$ cat config.mk
export PLATFORM = sky130hd
export DESIGN_NAME = date_difference_days
export DESIGN_NICKNAME = d
export VERILOG_FILES = /design/src/rtl/core/ddd_pkg.sv /design/src/rtl/core/ddd_day_num.sv /design/src/rtl/core/date_difference_days.sv
export SDC_FILE = /design/constraint.sdc
export NUM_CORES = 1
export LEC_CHECK = 0
export BUFFER_PORTS_ARGS = -buffer_cell sky130_fd_sc_hd__buf_4
export CORE_AREA = 5 5 195 197
export CTS_BUF_LIST = sky130_fd_sc_hd__clkbuf_4
export CTS_CLUSTER_DIAMETER = 60
export DETAILED_ROUTE_END_ITERATION = 10
export DIE_AREA = 0 0 200 202
export PLACE_DENSITY = 0.66
export SLEW_MARGIN = 30
export SYNTH_ARGS = -nofsm -noshare
export SYNTH_HDL_FRONTEND = slang
export SYNTH_SLANG_ARGS = --single-unit
$ cat constraint.sdc
create_clock -name clk -period 9.2 [get_ports clk]
set_input_delay 0.46 -clock clk [delete_from_list [all_inputs] [get_ports clk]]
set_output_delay 0.46 -clock clk [all_outputs]
set_load 0.005 [all_outputs]
$ cat src/rtl/core/ddd_pkg.sv
// Shared types, widths and calendar constants for the date difference block.
`default_nettype none
package ddd_pkg;

  localparam int YEAR_W  = 14;
  localparam int MONTH_W = 4;
  localparam int DAY_W   = 5;
  localparam int COUNT_W = 22;
  localparam int DNUM_W  = 23;
  localparam int OPND_W  = 15;
  localparam int COEF_W  = 15;
  localparam int PROD_W  = OPND_W + COEF_W;
  localparam int QUOT_W  = 9;
  localparam int MSUM_W  = 9;

  // floor(v / 100) == (v * RECIP_100) >> RECIP_SHIFT for v < 2**OPND_W
  localparam int RECIP_SHIFT = 21;
  localparam logic [COEF_W-1:0] RECIP_100     = COEF_W'(20972);
  localparam logic [COEF_W-1:0] DAYS_PER_YEAR = COEF_W'(365);

  localparam logic [MONTH_W-1:0] MONTH_JAN = MONTH_W'(1);
  localparam logic [MONTH_W-1:0] MONTH_FEB = MONTH_W'(2);
  localparam logic [MONTH_W-1:0] MONTH_DEC = MONTH_W'(12);

  localparam logic [COUNT_W-1:0] DAY_COUNT_MAX = '1;

  typedef enum logic [3:0] {
    DN_IDLE,
    DN_MUL0,
    DN_MUL1,
    DN_MUL2,
    DN_MUL3,
    DN_MUL4,
    DN_YEAR,
    DN_CENT,
    DN_QUAD,
    DN_MONTH
  } dn_state_t;

  typedef enum logic [2:0] {
    T_IDLE,
    T_DATE_A,
    T_DATE_B,
    T_DIFF
  } top_state_t;

  typedef struct packed {
    logic              done;
    logic [DNUM_W-1:0] value;
  } dn_result_t;

  // days in the whole months before month m of a common year
  function automatic logic [MSUM_W-1:0] month_start(input logic [MONTH_W-1:0] m);
    logic [MSUM_W-1:0] r;
    case (m)
      4'd1:    r = 9'd0;
      4'd2:    r = 9'd31;
      4'd3:    r = 9'd59;
      4'd4:    r = 9'd90;
      4'd5:    r = 9'd120;
      4'd6:    r = 9'd151;
      4'd7:    r = 9'd181;
      4'd8:    r = 9'd212;
      4'd9:    r = 9'd243;
      4'd10:   r = 9'd273;
      4'd11:   r = 9'd304;
      4'd12:   r = 9'd334;
      default: r = 9'd0;
    endcase
    return r;
  endfunction

endpackage
`default_nettype wire

$ cat src/rtl/core/ddd_day_num.sv
// Day number of one date from a shared multiplier and accumulator sequencer.
`default_nettype none
module ddd_day_num (
  input  wire logic                         clk,
  input  wire logic                         rst,
  input  wire logic                         start,
  input  wire logic [ddd_pkg::YEAR_W-1:0]   year,
  input  wire logic [ddd_pkg::MONTH_W-1:0]  month,
  input  wire logic [ddd_pkg::DAY_W-1:0]    day,
  output ddd_pkg::dn_result_t               res
);
  import ddd_pkg::*;

  dn_state_t           state, state_next;
  logic [YEAR_W-1:0]   y;
  logic [MONTH_W-1:0]  m;
  logic [DAY_W-1:0]    d;
  logic [OPND_W-1:0]   opnd;
  logic [COEF_W-1:0]   coef;
  logic [PROD_W-1:0]   prod, prod_next;
  logic [QUOT_W-1:0]   quot;
  logic [QUOT_W-1:0]   c100, f100, c400, f400;
  logic [DNUM_W-1:0]   acc;
  logic                done;
  logic [OPND_W-1:0]   y_ext;
  logic [OPND_W-1:0]   quarter;
  logic                leap;
  logic [MSUM_W-1:0]   mon_add;

  assign y_ext     = OPND_W'(y);
  assign quarter   = (y_ext + OPND_W'(3)) >> 2;
  assign quot      = prod[RECIP_SHIFT +: QUOT_W];
  assign prod_next = PROD_W'(opnd) * PROD_W'(coef);
  assign leap      = (y[1:0] == 2'b00) && ((c100 != f100) || (c400 == f400));
  assign mon_add   = month_start(m) + MSUM_W'(leap && (m > MONTH_FEB)) + MSUM_W'(d);

  always_comb begin
    state_next = state;
    opnd       = '0;
    coef       = RECIP_100;
    case (state)
      DN_IDLE: begin
        if (start) state_next = DN_MUL0;
      end
      DN_MUL0: begin
        opnd       = y_ext + OPND_W'(99);
        state_next = DN_MUL1;
      end
      DN_MUL1: begin
        opnd       = y_ext;
        state_next = DN_MUL2;
      end
      DN_MUL2: begin
        opnd       = (y_ext + OPND_W'(399)) >> 2;
        state_next = DN_MUL3;
      end
      DN_MUL3: begin
        opnd       = y_ext >> 2;
        state_next = DN_MUL4;
      end
      DN_MUL4: begin
        opnd       = y_ext;
        coef       = DAYS_PER_YEAR;
        state_next = DN_YEAR;
      end
      DN_YEAR:  state_next = DN_CENT;
      DN_CENT:  state_next = DN_QUAD;
      DN_QUAD:  state_next = DN_MONTH;
      DN_MONTH: state_next = DN_IDLE;
      default:  state_next = DN_IDLE;
    endcase
  end

  always_ff @(posedge clk) begin
    if (rst) begin
      state <= DN_IDLE;
      done  <= 1'b0;
    end else begin
      state <= state_next;
      done  <= (state == DN_MONTH);
    end
  end

  always_ff @(posedge clk) begin
    prod <= prod_next;
    if (state == DN_IDLE && start) begin
      y <= year;
      d <= day;
      if (month < MONTH_JAN) begin
        m <= MONTH_JAN;
      end else if (month > MONTH_DEC) begin
        m <= MONTH_DEC;
      end else begin
        m <= month;
      end
    end
    case (state)
      DN_MUL1:  c100 <= quot;
      DN_MUL2:  f100 <= quot;
      DN_MUL3:  c400 <= quot;
      DN_MUL4:  f400 <= quot;
      DN_YEAR:  acc  <= prod[DNUM_W-1:0] + DNUM_W'(quarter);
      DN_CENT:  acc  <= acc - DNUM_W'(c100);
      DN_QUAD:  acc  <= acc + DNUM_W'(c400);
      DN_MONTH: acc  <= acc + DNUM_W'(mon_add);
      default: begin
      end
    endcase
  end

  assign res.done  = done;
  assign res.value = acc;

endmodule
`default_nettype wire

$ cat src/rtl/core/date_difference_days.sv
// Top level: days between two Gregorian dates, one pair per request word.
`default_nettype none
// Takes a request word holding two dates (year, month, day) and returns one
// response word with the absolute number of days between them, saturated at
// all ones. Month 0 counts as January, months above 12 as December; days are
// not checked. Each date goes through one multiplier-and-accumulator
// sequencer in turn, date A and then date B; req_stall stays high while
// a pair is in work. The response sits in an output register, so the next
// request is taken while the previous response still waits.
module date_difference_days (
  input  wire logic                         clk,
  input  wire logic                         rst,
  input  wire logic                         req_valid,
  output logic                              req_stall,
  input  wire logic [ddd_pkg::YEAR_W-1:0]   year_a,
  input  wire logic [ddd_pkg::MONTH_W-1:0]  month_a,
  input  wire logic [ddd_pkg::DAY_W-1:0]    day_a,
  input  wire logic [ddd_pkg::YEAR_W-1:0]   year_b,
  input  wire logic [ddd_pkg::MONTH_W-1:0]  month_b,
  input  wire logic [ddd_pkg::DAY_W-1:0]    day_b,
  output logic                              rsp_valid,
  input  wire logic                         rsp_stall,
  output logic [ddd_pkg::COUNT_W-1:0]       day_count
);
  import ddd_pkg::*;

  top_state_t          state, state_next;
  logic [YEAR_W-1:0]   yb;
  logic [MONTH_W-1:0]  mb;
  logic [DAY_W-1:0]    db;
  logic [DNUM_W-1:0]   na;
  logic                req_take;
  logic                dn_start;
  logic [YEAR_W-1:0]   dn_year;
  logic [MONTH_W-1:0]  dn_month;
  logic [DAY_W-1:0]    dn_day;
  dn_result_t          dn_res;
  logic [DNUM_W-1:0]   diff;
  logic [COUNT_W-1:0]  diff_sat;
  logic                out_free;
  logic                load;

  assign req_stall = (state != T_IDLE);
  assign req_take  = req_valid && !req_stall;
  assign out_free  = !rsp_valid || !rsp_stall;
  assign diff      = (na >= dn_res.value) ? (na - dn_res.value) : (dn_res.value - na);
  assign diff_sat  = diff[DNUM_W-1] ? DAY_COUNT_MAX : diff[COUNT_W-1:0];

  always_comb begin
    state_next = state;
    dn_start   = 1'b0;
    dn_year    = year_a;
    dn_month   = month_a;
    dn_day     = day_a;
    load       = 1'b0;
    case (state)
      T_IDLE: begin
        if (req_take) begin
          dn_start   = 1'b1;
          state_next = T_DATE_A;
        end
      end
      T_DATE_A: begin
        dn_year  = yb;
        dn_month = mb;
        dn_day   = db;
        if (dn_res.done) begin
          dn_start   = 1'b1;
          state_next = T_DATE_B;
        end
      end
      T_DATE_B: begin
        if (dn_res.done) state_next = T_DIFF;
      end
      T_DIFF: begin
        if (out_free) begin
          load       = 1'b1;
          state_next = T_IDLE;
        end
      end
      default: state_next = T_IDLE;
    endcase
  end

  always_ff @(posedge clk) begin
    if (rst) begin
      state     <= T_IDLE;
      rsp_valid <= 1'b0;
    end else begin
      state <= state_next;
      if (load) begin
        rsp_valid <= 1'b1;
      end else if (rsp_valid && !rsp_stall) begin
        rsp_valid <= 1'b0;
      end
    end
  end

  always_ff @(posedge clk) begin
    if (req_take) begin
      yb <= year_b;
      mb <= month_b;
      db <= day_b;
    end
    if (state == T_DATE_A && dn_res.done) na <= dn_res.value;
    if (load) day_count <= diff_sat;
  end

  ddd_day_num u_day_num (
    .clk   (clk),
    .rst   (rst),
    .start (dn_start),
    .year  (dn_year),
    .month (dn_month),
    .day   (dn_day),
    .res   (dn_res)
  );

  a_take_starts_a: assert property (@(posedge clk) disable iff (rst)
    req_take |=> state == T_DATE_A)
    else $error("accepted request did not start first date");

  a_done_in_date: assert property (@(posedge clk) disable iff (rst)
    dn_res.done |-> (state == T_DATE_A || state == T_DATE_B))
    else $error("day number finished outside a date phase");

  a_rsp_from_diff: assert property (@(posedge clk) disable iff (rst)
    $rose(rsp_valid) |-> $past(state) == T_DIFF)
    else $error("response raised without a finished pair");

endmodule
`default_nettype wire

After elaboration in Yosys (flattened, before gate mapping)
Memories as Yosys holds them, arrays and structs flattened. Cells that the tools add are included.

Bits in registers: 189. Memory bits (read-only): 144. Input port bits: 50. Output and inout port bits: 24. Word-level logic and storage cells: 97. Memories kept: 1.

$add $sub $neg: 11. Multiply operators: 1. Order comparisons: 4. Eq/ne operators: 19. Mux-type cells: 22. Reduce and logical (&&, ||, !) cells: 20.

Memories: (no name shown) (words 16, bits a word 9, read ports 1, clocked after memory_dff 0, wr ports 0, RTL line ddd_pkg.sv:55) `case (m)`.

Operators with widths (number): case mux 23 bit (4 select lines) (1); case mux 15 bit (4 select lines) (1); adder 23 x 9 -> 23 bit (2); subtractor 23 bit (2); case mux 4 bit (9 select lines) (1); multiplier 15 x 15 -> 30 bit (1); adder 23 x 13 -> 23 bit (1); greater-or-equal comparator 23 bit (1); 2-to-1 mux 23 bit (1); subtractor 23 x 9 -> 23 bit (1); equality test 4 x 3 -> 1 bit, second input constant (4); adder 14 x 2 -> 15 bit, second input constant (1); adder 14 x 7 -> 15 bit, second input constant (1); adder 14 x 9 -> 15 bit, second input constant (1); 2-to-1 mux 15 bit (1); 2-to-1 mux 14 bit (1); 2-to-1 mux 3 bit (4); 2-to-1 mux 4 bit (3); case mux 3 bit (4 select lines) (1); adder 9 x 1 -> 9 bit (1); adder 9 x 5 -> 9 bit (1); equality test 9 bit (1); inequality test 9 bit (1); equality test 4 x 2 -> 1 bit, second input constant (2); other kinds (23) (42).

Depth between registers and ports, before layout
Gate-level depths: netlist of run 1.

Word-level depth: 8. Mapped depth: 31. Depth with buffers taken out: 30.

Cells and area by module
Synthesis of run 1 repeated with hierarchy kept, for this count alone.

Cells, all modules: 1961. Area, all modules: 18480.2 µm².

By module, submodules not included: ddd_day_num (times used 1, cells an instance 1343, area an instance 12607.1 µm², sequential area each 3163.0 µm²); date_difference_days (times used 1, cells an instance 618, area an instance 5873.1 µm², sequential area each 2102.0 µm²).

Least setup slack after synthesis of run 1
OpenSTA, ideal clock, no wires.

Kind: register -> register. Start: register u_day_num.y[0]. End: register u_day_num.prod[26]. Setup time: 124 ps. Data arrival time: 7027 ps. Required time: 9076 ps. Slack: 2049 ps. Stages on the path, launching flop included: 32. Buffers on the path: 1. Period minus slack after synthesis: 7151 ps. Cells stage by stage: edfxtp_1 > inv_1 > ha_1 > clkbuf_1 > nor3b_1 > nand2b_1 > a21oi_1 > o21ai_0 > o31ai_1 > a211oi_1 > inv_1 > ha_1 > inv_1 > fa_1 > inv_1 > fa_1 > inv_1 > fa_1 > inv_1 > fa_1 > inv_1 > fa_1 > inv_1 > ha_1 > a21oi_1 > o22ai_1 > a211o_1 > nand2_1 > o21ai_0 > o311a_1 > nor2_1 > xnor2_1.

Word-level cells in the longest chain between the ends: 3. Elaborated cells on any way between the ends: 4. Classes of those cells: add/sub (2); mul (1); mux (1).

Ends and longest elaborated chain: start: declaration (RTL line ddd_day_num.sv:15) `logic [YEAR_W-1:0] y;`; start signal: assignment (RTL line ddd_day_num.sv:87) `y <= year;`; adder 14 x 9 -> 15 bit / adder 14 x 7 -> 15 bit (equally long branches) (RTL line ddd_day_num.sv:54, ddd_day_num.sv:46); case mux 15 bit (4 select lines) (*) (RTL line ddd_day_num.sv:41) `case (state)`; multiplier 15 x 15 -> 30 bit (*) (RTL line ddd_day_num.sv:33) `assign prod_next = PROD_W'(opnd) * PROD_W'(coef);`; net u_day_num.prod_next[26] (RTL line ddd_day_num.sv:20) `logic [PROD_W-1:0] prod, prod_next;`; end signal: assignment (RTL line ddd_day_num.sv:85) `prod <= prod_next;`; end: declaration (RTL line ddd_day_num.sv:20).

The timed path passes the listed nets; every way through them passes the cells marked *. A chain may end at the register's enable or synchronous reset.

Final worst setup path of run 1
Start: register u_day_num.y[0]. End: register u_day_num.prod[28].

Same word-level chain as after synthesis.

==> results of run 1 <==
==> per-layer routing <==
layer  up-vias  routed length [microns]
met4         0                      780
met5         -                        0
met2       357                    20200
li1       6692                        -
met1      6405                    18220
met3        35                     1736
==> layout make-up <==
type                       instances  area (sq um)
fill                            3278         16800
inverter                         293          1100
clock inverter                    15         195.2
antenna                            2         5.005
tap                              468         585.6
timing repair buffer             114         913.4
sequential                       188          5265
clock buffer                      17         127.6
multi-input combinational       1352         11100
==> cells in the final DEF, fill, tap and decap left out, types with 10 or more instances in the layout <==
cell type      synthesis  routed
a31oi_1               16      16
edfxtp_1             150     150
or3_1                 21      21
xnor2_1               68      68
nand3_1               25      25
nor3_1                35      35
o22ai_1               25      25
and2_1                12      10
mux2_2                22      22
fa_1                  85      85
inv_1                292     292
o21ai_0              101     100
mux2i_1               20      20
xor2_1                41      41
o31ai_1               11      11
nand4_1               15      15
a21oi_1              114     114
a21o_1                35      35
dlygate4sd3_1          0      23
nand2_1              125     125
dfxtp_1               38      38
buf_4                  0      91
ha_1                 250     250
o21ai_1               10      10
clkbuf_4               0      17
o21a_1                19      19
nand2b_1              13      13
nor2_1               127     127
nor2b_1               32      32
==> cell families after synthesis <==
logic type               share of synthesized area [%]
buffers and inverters                            7.685
AO/OA/AOI/OAI                                    15.00
AND/OR/NAND/NOR                                  12.14
XOR/XNOR                                         5.399
other                                          0.02121
flip-flops                                       29.78
multiplexers                                     2.661
adder cells (fa/ha/maj)                          27.31
==> repair_timing <==
action | CTS | global route
endpoints found under the hold margin | 23 | 0
endpoints found under the setup margin | 0 | 0
hold buffers | 23 | 0
==> flip-flops by register name, indices dropped and copies added (netlist names), 9 cells and up <==
register and count:
day_count 22, u_day_num.c400 9, u_day_num.y 14, u_day_num.acc 23, u_day_num.f400 9, yb 14, u_day_num.f100 9, na 23
u_day_num.prod 30, u_day_num.c100 9
==> per-stage QoR <==
step                hold WS, ps  cell area (sq um)  cells  worst slack, ps
global route              30.22              19290   2449            725.6
floorplan                 426.4              17680   1892             2049
CTS                       39.57              19280   2447             1264
finish                    85.02              19290   2449             1312
global placement          434.4              18710   2392             1519
detailed placement        440.3              18720   2392             1317
==> worst max-delay path: cells and delay by family (launching register included) <==
| family | cells | cell delay, ps |
|---|---|---|
| buf+inv | 6 | 480 |
| simple gates | 5 | 1820 |
| xor+xnor | 1 | 140 |
| compound gates | 8 | 1480 |
| flops | 1 | 480 |
| fa+ha+maj | 8 | 3360 |
==> how the worst min path moves through the flow <==
stage          cells after the start                         endpoint                        start
2_1_floorplan                      0                 na[22]$_DFFE_PP_  u_day_num.acc[22]$_DFFE_PP_
3_3_place_gp                       0                 na[22]$_DFFE_PP_  u_day_num.acc[22]$_DFFE_PP_
3_5_place_dp                       0                 na[22]$_DFFE_PP_  u_day_num.acc[22]$_DFFE_PP_
4_1_cts                            2  u_day_num.state[3]$_SDFFE_PP0P_                          rst
5_1_grt                            2  u_day_num.state[0]$_SDFFE_PP0P_                          rst
6_report                           2  u_day_num.state[3]$_SDFFE_PP0P_                          rst
==> reports/qor.txt, run 1 <==
CTS resizes -> 0
Final HPWL DP -> 32940 microns
Synth warnings -> 0
GRT Util Overall -> 20.40%
Max Slew Vio Count -> 0
P&R area growth vs syn -> 9.078%
total number of vias -> 13489
top cells by area, synth -> edfxtp_1, ha_1, fa_1
vias per inst -> 5.508
remaining global-route overflow -> 0
Synth top area share -> 25.47%
Setup Skew -> 31.08 ps
Seq/Total Area, Yosys -> 29.78%
synthesized area -> 17680 sq um
DRC -> 0
Starting Density -> 49.00%
# IOs -> 74
Required @ worst endpoint -> 9720 ps
EDFF count, synth -> 150
Final min period -> 7888 ps
die area -> 40400 sq um
Final Wtd Congestion -> 0.8852
pin count of the biggest net entering global routing -> 43
Site Rows -> 70
Worst R2R Start -> u_day_num.y[0]$_DFFE_PP_
Critical Path Sink Type -> flip-flop
layout cell share with drive strength beyond 1 -> 8.691%
most used cell, CP -> inv_1
initial antenna violation count -> 2
Root Buffer -> clkbuf_4
Worst Path Max Fanout -> 8
count leader, synth -> inv_1
synthesized flop and latch total -> 188
Max Buffers Root-to-Sink -> 2
Mapped Avg Cell Area -> 9.346 sq um
setup_tns -> 0 ps
Antenna Nets Post-Route -> 0
status -> complete, no violations
grt met1 use -> 27.65%
Setup-failing EPs final -> 0
Hold Crit Class -> in2reg
CTS tree -> built
Num CTS Buffers -> 17
final period utilization -> 85.74%
Crit Path Class -> reg2reg
core area -> 36080 sq um
CP max-delay cell -> fa_1
first-pass GRT wire length -> 66920 microns
cell taking the most area after synthesis -> edfxtp_1
Netlist cell types -> 75
Critical path origin -> u_day_num.y[0]$_DFFE_PP_
flop2flop setup slack -> 1310 ps
Critical Path End -> u_day_num.prod[28]$_DFF_P_
reg2reg path depth -> 28
syn nets -> 2277
Worst R2R End -> u_day_num.prod[28]$_DFF_P_
Worst Max-Slew Pin Slew -> 807.2 ps
slowest cell delay on critical path -> 550 ps
Reg clk slew, reported paths -> 190 ps
Detailed Routing Iterations Pass 1 -> 7
Syn Inst Count -> 1892
global route hottest layer -> met2
worst-skew pair later-pin latency -> 620 ps
Post-synth top cells -> inv_1, ha_1, edfxtp_1
Buffers on Ports -> 73
max cap viols -> 0
post-CTS setup buffer count -> 0
worst endpoint data arrival time -> 8400 ps
vias in the first global route -> 13250
met2 usage -> 34.93%
Die X-Extent -> 200 microns
Nets -> 2351
met3 usage -> 2.184%
H-Tree Depth -> 4
DRT iter0 DRCs -> 889
Slew Limit Headroom -> 44.80%
Worst setup SP type -> flip-flop
ys async rst share -> 0%
fmax -> 0.1268 GHz
clock sink count -> 188
Layout Utilization -> 53.45%
DIE HEIGHT -> 202 microns
Synth Flop Type -> edfxtp_1
routed length per placed instance -> 16.72 microns
unrepaired setup endpoints after global routing -> no
Post-Route WL -> 40940 microns
Hold Vio Cnt, Final -> 0
Power of run 1 is not shown: default switching activity piles up to over one toggle a cycle in this logic, so the estimate is an artifact.
==> run 2, diff against run 1 <==
--- a/config.mk
+++ b/config.mk
@@ -6,13 +6,14 @@
 export NUM_CORES = 1
 export LEC_CHECK = 0
 export BUFFER_PORTS_ARGS = -buffer_cell sky130_fd_sc_hd__buf_4
-export CORE_AREA = 5 5 195 197
+export CORE_AREA = 5 5 199 201
 export CTS_BUF_LIST = sky130_fd_sc_hd__clkbuf_4
 export CTS_CLUSTER_DIAMETER = 60
 export DETAILED_ROUTE_END_ITERATION = 10
-export DIE_AREA = 0 0 200 202
+export DIE_AREA = 0 0 204 206
 export PLACE_DENSITY = 0.66
 export SLEW_MARGIN = 30
 export SYNTH_ARGS = -nofsm -noshare
 export SYNTH_HDL_FRONTEND = slang
+export SYNTH_HIERARCHICAL = 1
 export SYNTH_SLANG_ARGS = --single-unit
==> run 2 against run 1 <==
  * Count of clock-buffer cells in the layout unchanged
  * Setup slack got worse by 240 ps
  * Register-to-register slack got worse by 240 ps
  * Critical path depth increased by 1
  * Maximum frequency decreased by 2.9%
  * Area after synthesis increased by 4.5%
  * Critical endpoint is now u_day_num/prod[29]$_DFF_P_
  * Highest routed layer unchanged
==> reports/qor.txt, run 2 <==
status -> complete, no violations
vias in the first global route -> 14059 (+6.1%)
total number of vias -> 14388 (+6.7%)
synthesized flop and latch total -> 188 (unchanged)
most used cell, CP -> inv_1
most flop-heavy register -> u_day_num/prod
synthesized area -> 18480 sq um (+4.5%)
Syn Inst Count -> 1961 (+3.6%)
Final min period -> 8126 ps (+237.8 ps)
Critical path origin -> u_day_num/y[0]$_DFFE_PP_
slowest cell delay on critical path -> 600 ps (+50 ps)
final period utilization -> 88.33% (+2.6 points)
max reg flops -> 30 (unchanged)
Setup-failing EPs final -> 0 (unchanged)
Die X-Extent -> 204 microns (+2.0%)
CTS resizes -> 0 (unchanged)
fmax -> 0.1231 GHz (-2.9%)
Synth warnings -> 6 (+6)
count leader, synth -> inv_1
CTS Hold Bufs -> 23 (unchanged)
die area -> 42020 sq um (+4.0%)
Final HPWL DP -> 36310 microns (+10%)
pin count of the biggest net entering global routing -> 35 (-19%)
vias per inst -> 5.656 (+2.7%)
Netlist cell types -> 99 (+32%)
Required @ worst endpoint -> 9740 ps (+20 ps)
unrepaired setup endpoints after global routing -> no
Synth Flop Type -> edfxtp_1
remaining global-route overflow -> 0 (unchanged)
clock sink count -> 188 (unchanged)
core area -> 37400 sq um (+3.6%)
top cells by area, synth -> edfxtp_1, ha_1, fa_1
post-CTS setup buffer count -> 0 (unchanged)
Num CTS Buffers -> 17 (unchanged)
Mapped Avg Cell Area -> 9.424 sq um (+0.84%)
DIE HEIGHT -> 206 microns (+2.0%)
Hold Crit Class -> in2reg
Hold Vio Cnt, Final -> 0 (unchanged)
Starting Density -> 49.41% (+0.41 points)
HP Start -> rst
Root Buffer -> clkbuf_4
Worst Path Max Fanout -> 7 (-1)
Hold WS -> 56.74 ps (-28.28 ps)
Reg clk slew, reported paths -> 190 ps (about the same)
most common cell after layout, fill and taps aside -> inv_1
first-pass GRT wire length -> 72220 microns (+7.9%)
Buffers on Ports -> 73 (unchanged)
Crit Path Class -> reg2reg
initial antenna violation count -> 1 (-1)
Detailed Routing Iterations Pass 1 -> 5 (-2)
# IOs -> 74 (unchanged)
Seq/Total Area, Yosys -> 28.49% (-1.3 points)
commonest cells after routing, fill and taps aside -> inv_1, ha_1, nor2_1
Max Buffers Root-to-Sink -> 2 (unchanged)
Final Wtd Congestion -> 0.9237 (+4.3%)
setup_tns -> 0 ps (unchanged)
Worst setup SP type -> flip-flop
CP max-delay cell -> a21oi_1
GRT Util Overall -> 21.28% (+0.88 points)
max cap viols -> 0 (unchanged)
Synth top area share -> 24.37% (-1.1 points)
post-placement setup slack -> 1143 ps (-173.6 ps)
Setup Skew -> 30.05 ps (-1.031 ps)
worst endpoint data arrival time -> 8670 ps (+270 ps)
syn nets -> 2346 (+3.0%)
largest registers -> u_day_num/prod (30), na (23), u_day_num/acc (23)
Antenna Nets Post-Route -> 0 (unchanged)
Max Slew Vio Count -> 0 (unchanged)
cell taking the most area after synthesis -> edfxtp_1
Worst Max-Slew Pin Slew -> 936.8 ps (+129.6 ps)
ys async rst share -> 0% (unchanged)
Nets -> 2404 (+2.3%)
fin worst setup slack -> 1074 ps (-237.8 ps)
H-Tree Depth -> 4 (unchanged)
Post-Route WL -> 45150 microns (+10%)
DRT iter0 DRCs -> 937 (+5.4%)
CTS tree -> built
Post-synth top cells -> inv_1, ha_1, nor2_1
layout cell share with drive strength beyond 1 -> 9.793% (+1.1 points)
final-layout fill cell count -> 3392 (+3.5%)
P&R area growth vs syn -> 8.267%
Site Rows -> 71 (+1.4%)
Slew Limit Headroom -> 37.07% (-7.7 points)
routed length per placed instance -> 17.75 microns (+6.2%)
worst-skew pair later-pin latency -> 640 ps (+20 ps)
Worst R2R Start -> u_day_num/y[0]$_DFFE_PP_
Critical Path Sink Type -> flip-flop
DRC -> 0 (unchanged)
EDFF count, synth -> 150 (unchanged)
==> run 2: cell types whose count changed after synthesis, moves of 11 or more <==
cell	previous run	this run
inv_1	292	255
o21ai_0	101	75
nor2_1	127	151
nand2_1	125	107
nand3_1	25	42
nor2b_1	32	15
xor2_1	41	58
xnor2_1	68	83
a21oi_1	114	128
o21bai_1	6	19
and3_1	9	20
or3_1	21	10
==> run 2: worst max-delay path, delay by kind of cell (launching register included) <==
kind | cells | cell delay [ps]
AOI/OAI and AO/OA | 8 | 2230
and+or+nand+nor | 4 | 1040
xor gates and xnor gates | 1 | 150
DFF | 1 | 520
adders and majority gates | 8 | 3490
buffers and inverters | 8 | 620
==> run 2: path summary, 6_finish.rpt <==
check	to	slack (ps)	cells after the start
max reg2reg	u_day_num/prod[29]$_DFF_P_	1070	29
min reg2reg	state[0]$_SDFFE_PP0P_	550	2
max	u_day_num/prod[29]$_DFF_P_	1070	29
min	state[1]$_SDFFE_PP0P_	60	2
==> run 2: metrics by stage <==
| step | area [sq um] | util (%) | instances |
|---|---|---|---|
| floorplan | 18480 | - | 1961 |
| CTS | 19990 | 53.46 | 2543 |
| finish | 20010 | 53.50 | 2544 |
| detailed placement | 19450 | 52.00 | 2488 |
| global route | 20010 | 53.50 | 2544 |
| global placement | 19450 | 52.00 | 2488 |
==> run 2: area by class of cell <==
type                    count  area, sq um  area share [%]
clock inverters            15        187.7          0.9380
flip-flops and latches    188         5265           26.31
inverters                 258        968.4           4.840
repair buffers            112        898.4           4.490
multi-input cells        1442        11920           59.57
well taps                 511        639.4           3.196
clock buffers              17        127.6          0.6379
diodes                      1        2.502         0.01251
==> run 2: cell families after synthesis <==
family | after synthesis | synth area share [%]
AO/OA/AOI/OAI | 452 | 16.72
flip-flops | 188 | 28.49
adder cells (fa/ha/maj) | 335 | 26.13
XOR/XNOR | 141 | 6.682
multiplexers | 44 | 2.613
buffers and inverters | 331 | 7.190
AND/OR/NAND/NOR | 469 | 12.15
other | 1 | 0.02029
==> run 2: layer usage <==
layer / wire (microns) / global-route usage (%)
met3: 1932 / 2.369
met4: 1507 / 7.370
met5: 0 / 0
met2: 22240 / 37.67
met1: 19470 / 27.18
Power of run 2 is left out for the same reason.
==> run 3, diff against run 2 <==
--- a/config.mk
+++ b/config.mk
@@ -6,11 +6,11 @@
 export NUM_CORES = 1
 export LEC_CHECK = 0
 export BUFFER_PORTS_ARGS = -buffer_cell sky130_fd_sc_hd__buf_4
-export CORE_AREA = 5 5 199 201
+export CORE_AREA = 2 2 196 198
 export CTS_BUF_LIST = sky130_fd_sc_hd__clkbuf_4
 export CTS_CLUSTER_DIAMETER = 60
 export DETAILED_ROUTE_END_ITERATION = 10
-export DIE_AREA = 0 0 204 206
+export DIE_AREA = 0 0 198 200
 export PLACE_DENSITY = 0.66
 export SLEW_MARGIN = 30
 export SYNTH_ARGS = -nofsm -noshare
==> run 3 against run 2 <==
  * Critical path depth stayed put
  * Core utilization is 0.050 points higher
  * Routed wire length fell by 0.71%
  * Clock skew up 5.9 ps
  * Critical endpoint unchanged
  * Highest routed layer unchanged
==> reports/qor.txt, run 3 (same netlist as run 2, synthesis figures left out) <==
CP max-delay cell -> a21oi_1
Slew Limit Headroom -> 26.98% (-10 points)
Hold Crit Class -> in2reg
total number of vias -> 14417 (+0.20%)
max reg flops -> 30 (unchanged)
most used cell, CP -> inv_1
CTS resizes -> 0 (unchanged)
setup_tns -> 0 ps (unchanged)
Root Buffer -> clkbuf_4
CP bufs+invs -> 8 (unchanged)
final period utilization -> 89.36% (+1.0 points)
layout cell share with drive strength beyond 1 -> 9.843% (+0.049 points)
worst endpoint data arrival time -> 8750 ps (+80 ps)
DRT iter0 DRCs -> 852 (-9.1%)
DIE HEIGHT -> 200 microns (-2.9%)
commonest cells after routing, fill and taps aside -> inv_1, ha_1, nor2_1
routed length per placed instance -> 17.62 microns (-0.71%)
pin count of the biggest net entering global routing -> 35 (unchanged)
# IOs -> 74 (unchanged)
Required @ worst endpoint -> 9730 ps (about the same)
Worst setup SP type -> flip-flop
Antenna Nets Post-Route -> 0 (unchanged)
Reg clk slew, reported paths -> 180 ps (about the same)
GRT Util Overall -> 22.98% (+1.7 points)
vias per inst -> 5.667 (+0.20%)
Site Rows -> 71 (unchanged)
Worst Max-Slew Pin Slew -> 1087 ps (+150.2 ps)
final instance area -> 20030 sq um (about the same)
initial antenna violation count -> 1 (unchanged)
P&R area growth vs syn -> 8.368% (about the same)
most flop-heavy register -> u_day_num/prod
Max Slew Vio Count -> 0 (unchanged)
Final HPWL DP -> 36220 microns (-0.26%)
Final Wtd Congestion -> 0.9349 (+1.2%)
worst-skew pair later-pin latency -> 640 ps (about the same)
fmax -> 0.1216 GHz (-1.2%)
Detailed Routing Iterations Pass 1 -> 5 (unchanged)
largest registers -> u_day_num/prod (30), na (23), u_day_num/acc (23)
Worst Path Max Fanout -> 7 (unchanged)
CTS Hold Bufs -> 24 (+4.3%)
Crit Path Class -> reg2reg
Nets -> 2404 (unchanged)
status -> complete, no violations
Critical Path Sink Type -> flip-flop
Max Buffers Root-to-Sink -> 2 (unchanged)
Die X-Extent -> 198 microns (-2.9%)
die area -> 39600 sq um (-5.8%)
Setup-failing EPs final -> 0 (unchanged)
post-CTS setup buffer count -> 0 (unchanged)
Placed Area -> 19450 sq um (about the same)
H-Tree Depth -> 4 (unchanged)
core area -> 37400 sq um (unchanged)
vias in the first global route -> 13849 (-1.5%)
clock sink count -> 188 (unchanged)
Buffers on Ports -> 73 (unchanged)
Post-Route WL -> 44830 microns (-0.71%)
max cap viols -> 0 (unchanged)
DRC -> 0 (unchanged)
Starting Density -> 49.41% (unchanged)
Hold Vio Cnt, Final -> 0 (unchanged)
slowest cell delay on critical path -> 620 ps (+20 ps)
remaining global-route overflow -> 0 (unchanged)
CTS tree -> built
Setup Skew -> 35.91 ps (+5.859 ps)
unrepaired setup endpoints after global routing -> no
Final min period -> 8221 ps (+94.87 ps)
Num CTS Buffers -> 17 (unchanged)
most common cell after layout, fill and taps aside -> inv_1
first-pass GRT wire length -> 71210 microns (-1.4%)
delay-heaviest family, CP -> adder cells
run 3: worst min-delay path, stage by stage:
cell,delay (ps)
buf_4,90
a21oi_1,60
nor2_1,80
run 3: per-stage QoR:
| step | worst slack [ps] | hold slack, ps | utilization [%] | std cells |
|---|---|---|---|---|
| after global routing | 532.2 | 45.13 | 53.55 | 2544 |
| after CTS | 1023 | 46.30 | 53.54 | 2543 |
| after detailed placement | 1071 | 506.8 | 52.00 | 2487 |
| final | 978.8 | 86.53 | 53.55 | 2544 |
| after floorplan | 1897 | 438.3 | - | 1961 |
| after global placement | 1310 | 505.6 | 51.98 | 2487 |
run 3: path summary, 6_finish.rpt:
| check | startpoint | depth (start not counted) | slack [ps] | to |
|---|---|---|---|---|
| setup reg to reg | u_day_num/y[0]$_DFFE_PP_ | 29 | 980 | u_day_num/prod[29]$_DFF_P_ |
| hold reg to reg | u_day_num/prod[28]$_DFF_P_ | 0 | 540 | u_day_num/c400[7]$_DFFE_PN_ |
| hold / removal | rsp_stall | 3 | 90 | rsp_valid$_SDFFE_PP0P_ |
| setup / recovery | u_day_num/y[0]$_DFFE_PP_ | 29 | 980 | u_day_num/prod[29]$_DFF_P_ |
run 3: metal layers:
layer / up-vias / share of wire (%) / track usage (%)
met1: 6860 / 43 / 29.09
met4: 0 / 3.2 / 7.686
met5: - / 0 / 0
met2: 436 / 49 / 40.90
met3: 85 / 4.4 / 2.705
li1: 7036 / - / -
run 3: cell type report:
class / instances / area, sq um
clock inverters: 15 / 210.2
repair buffers: 112 / 900.9
clock buffers: 17 / 127.6
fillers: 3370 / 17370
diodes: 1 / 2.502
flip-flops and latches: 188 / 5265
inverters: 258 / 968.4
multi-input cells: 1442 / 11910
well taps: 511 / 639.4
Power of run 3 is left out for the same reason.
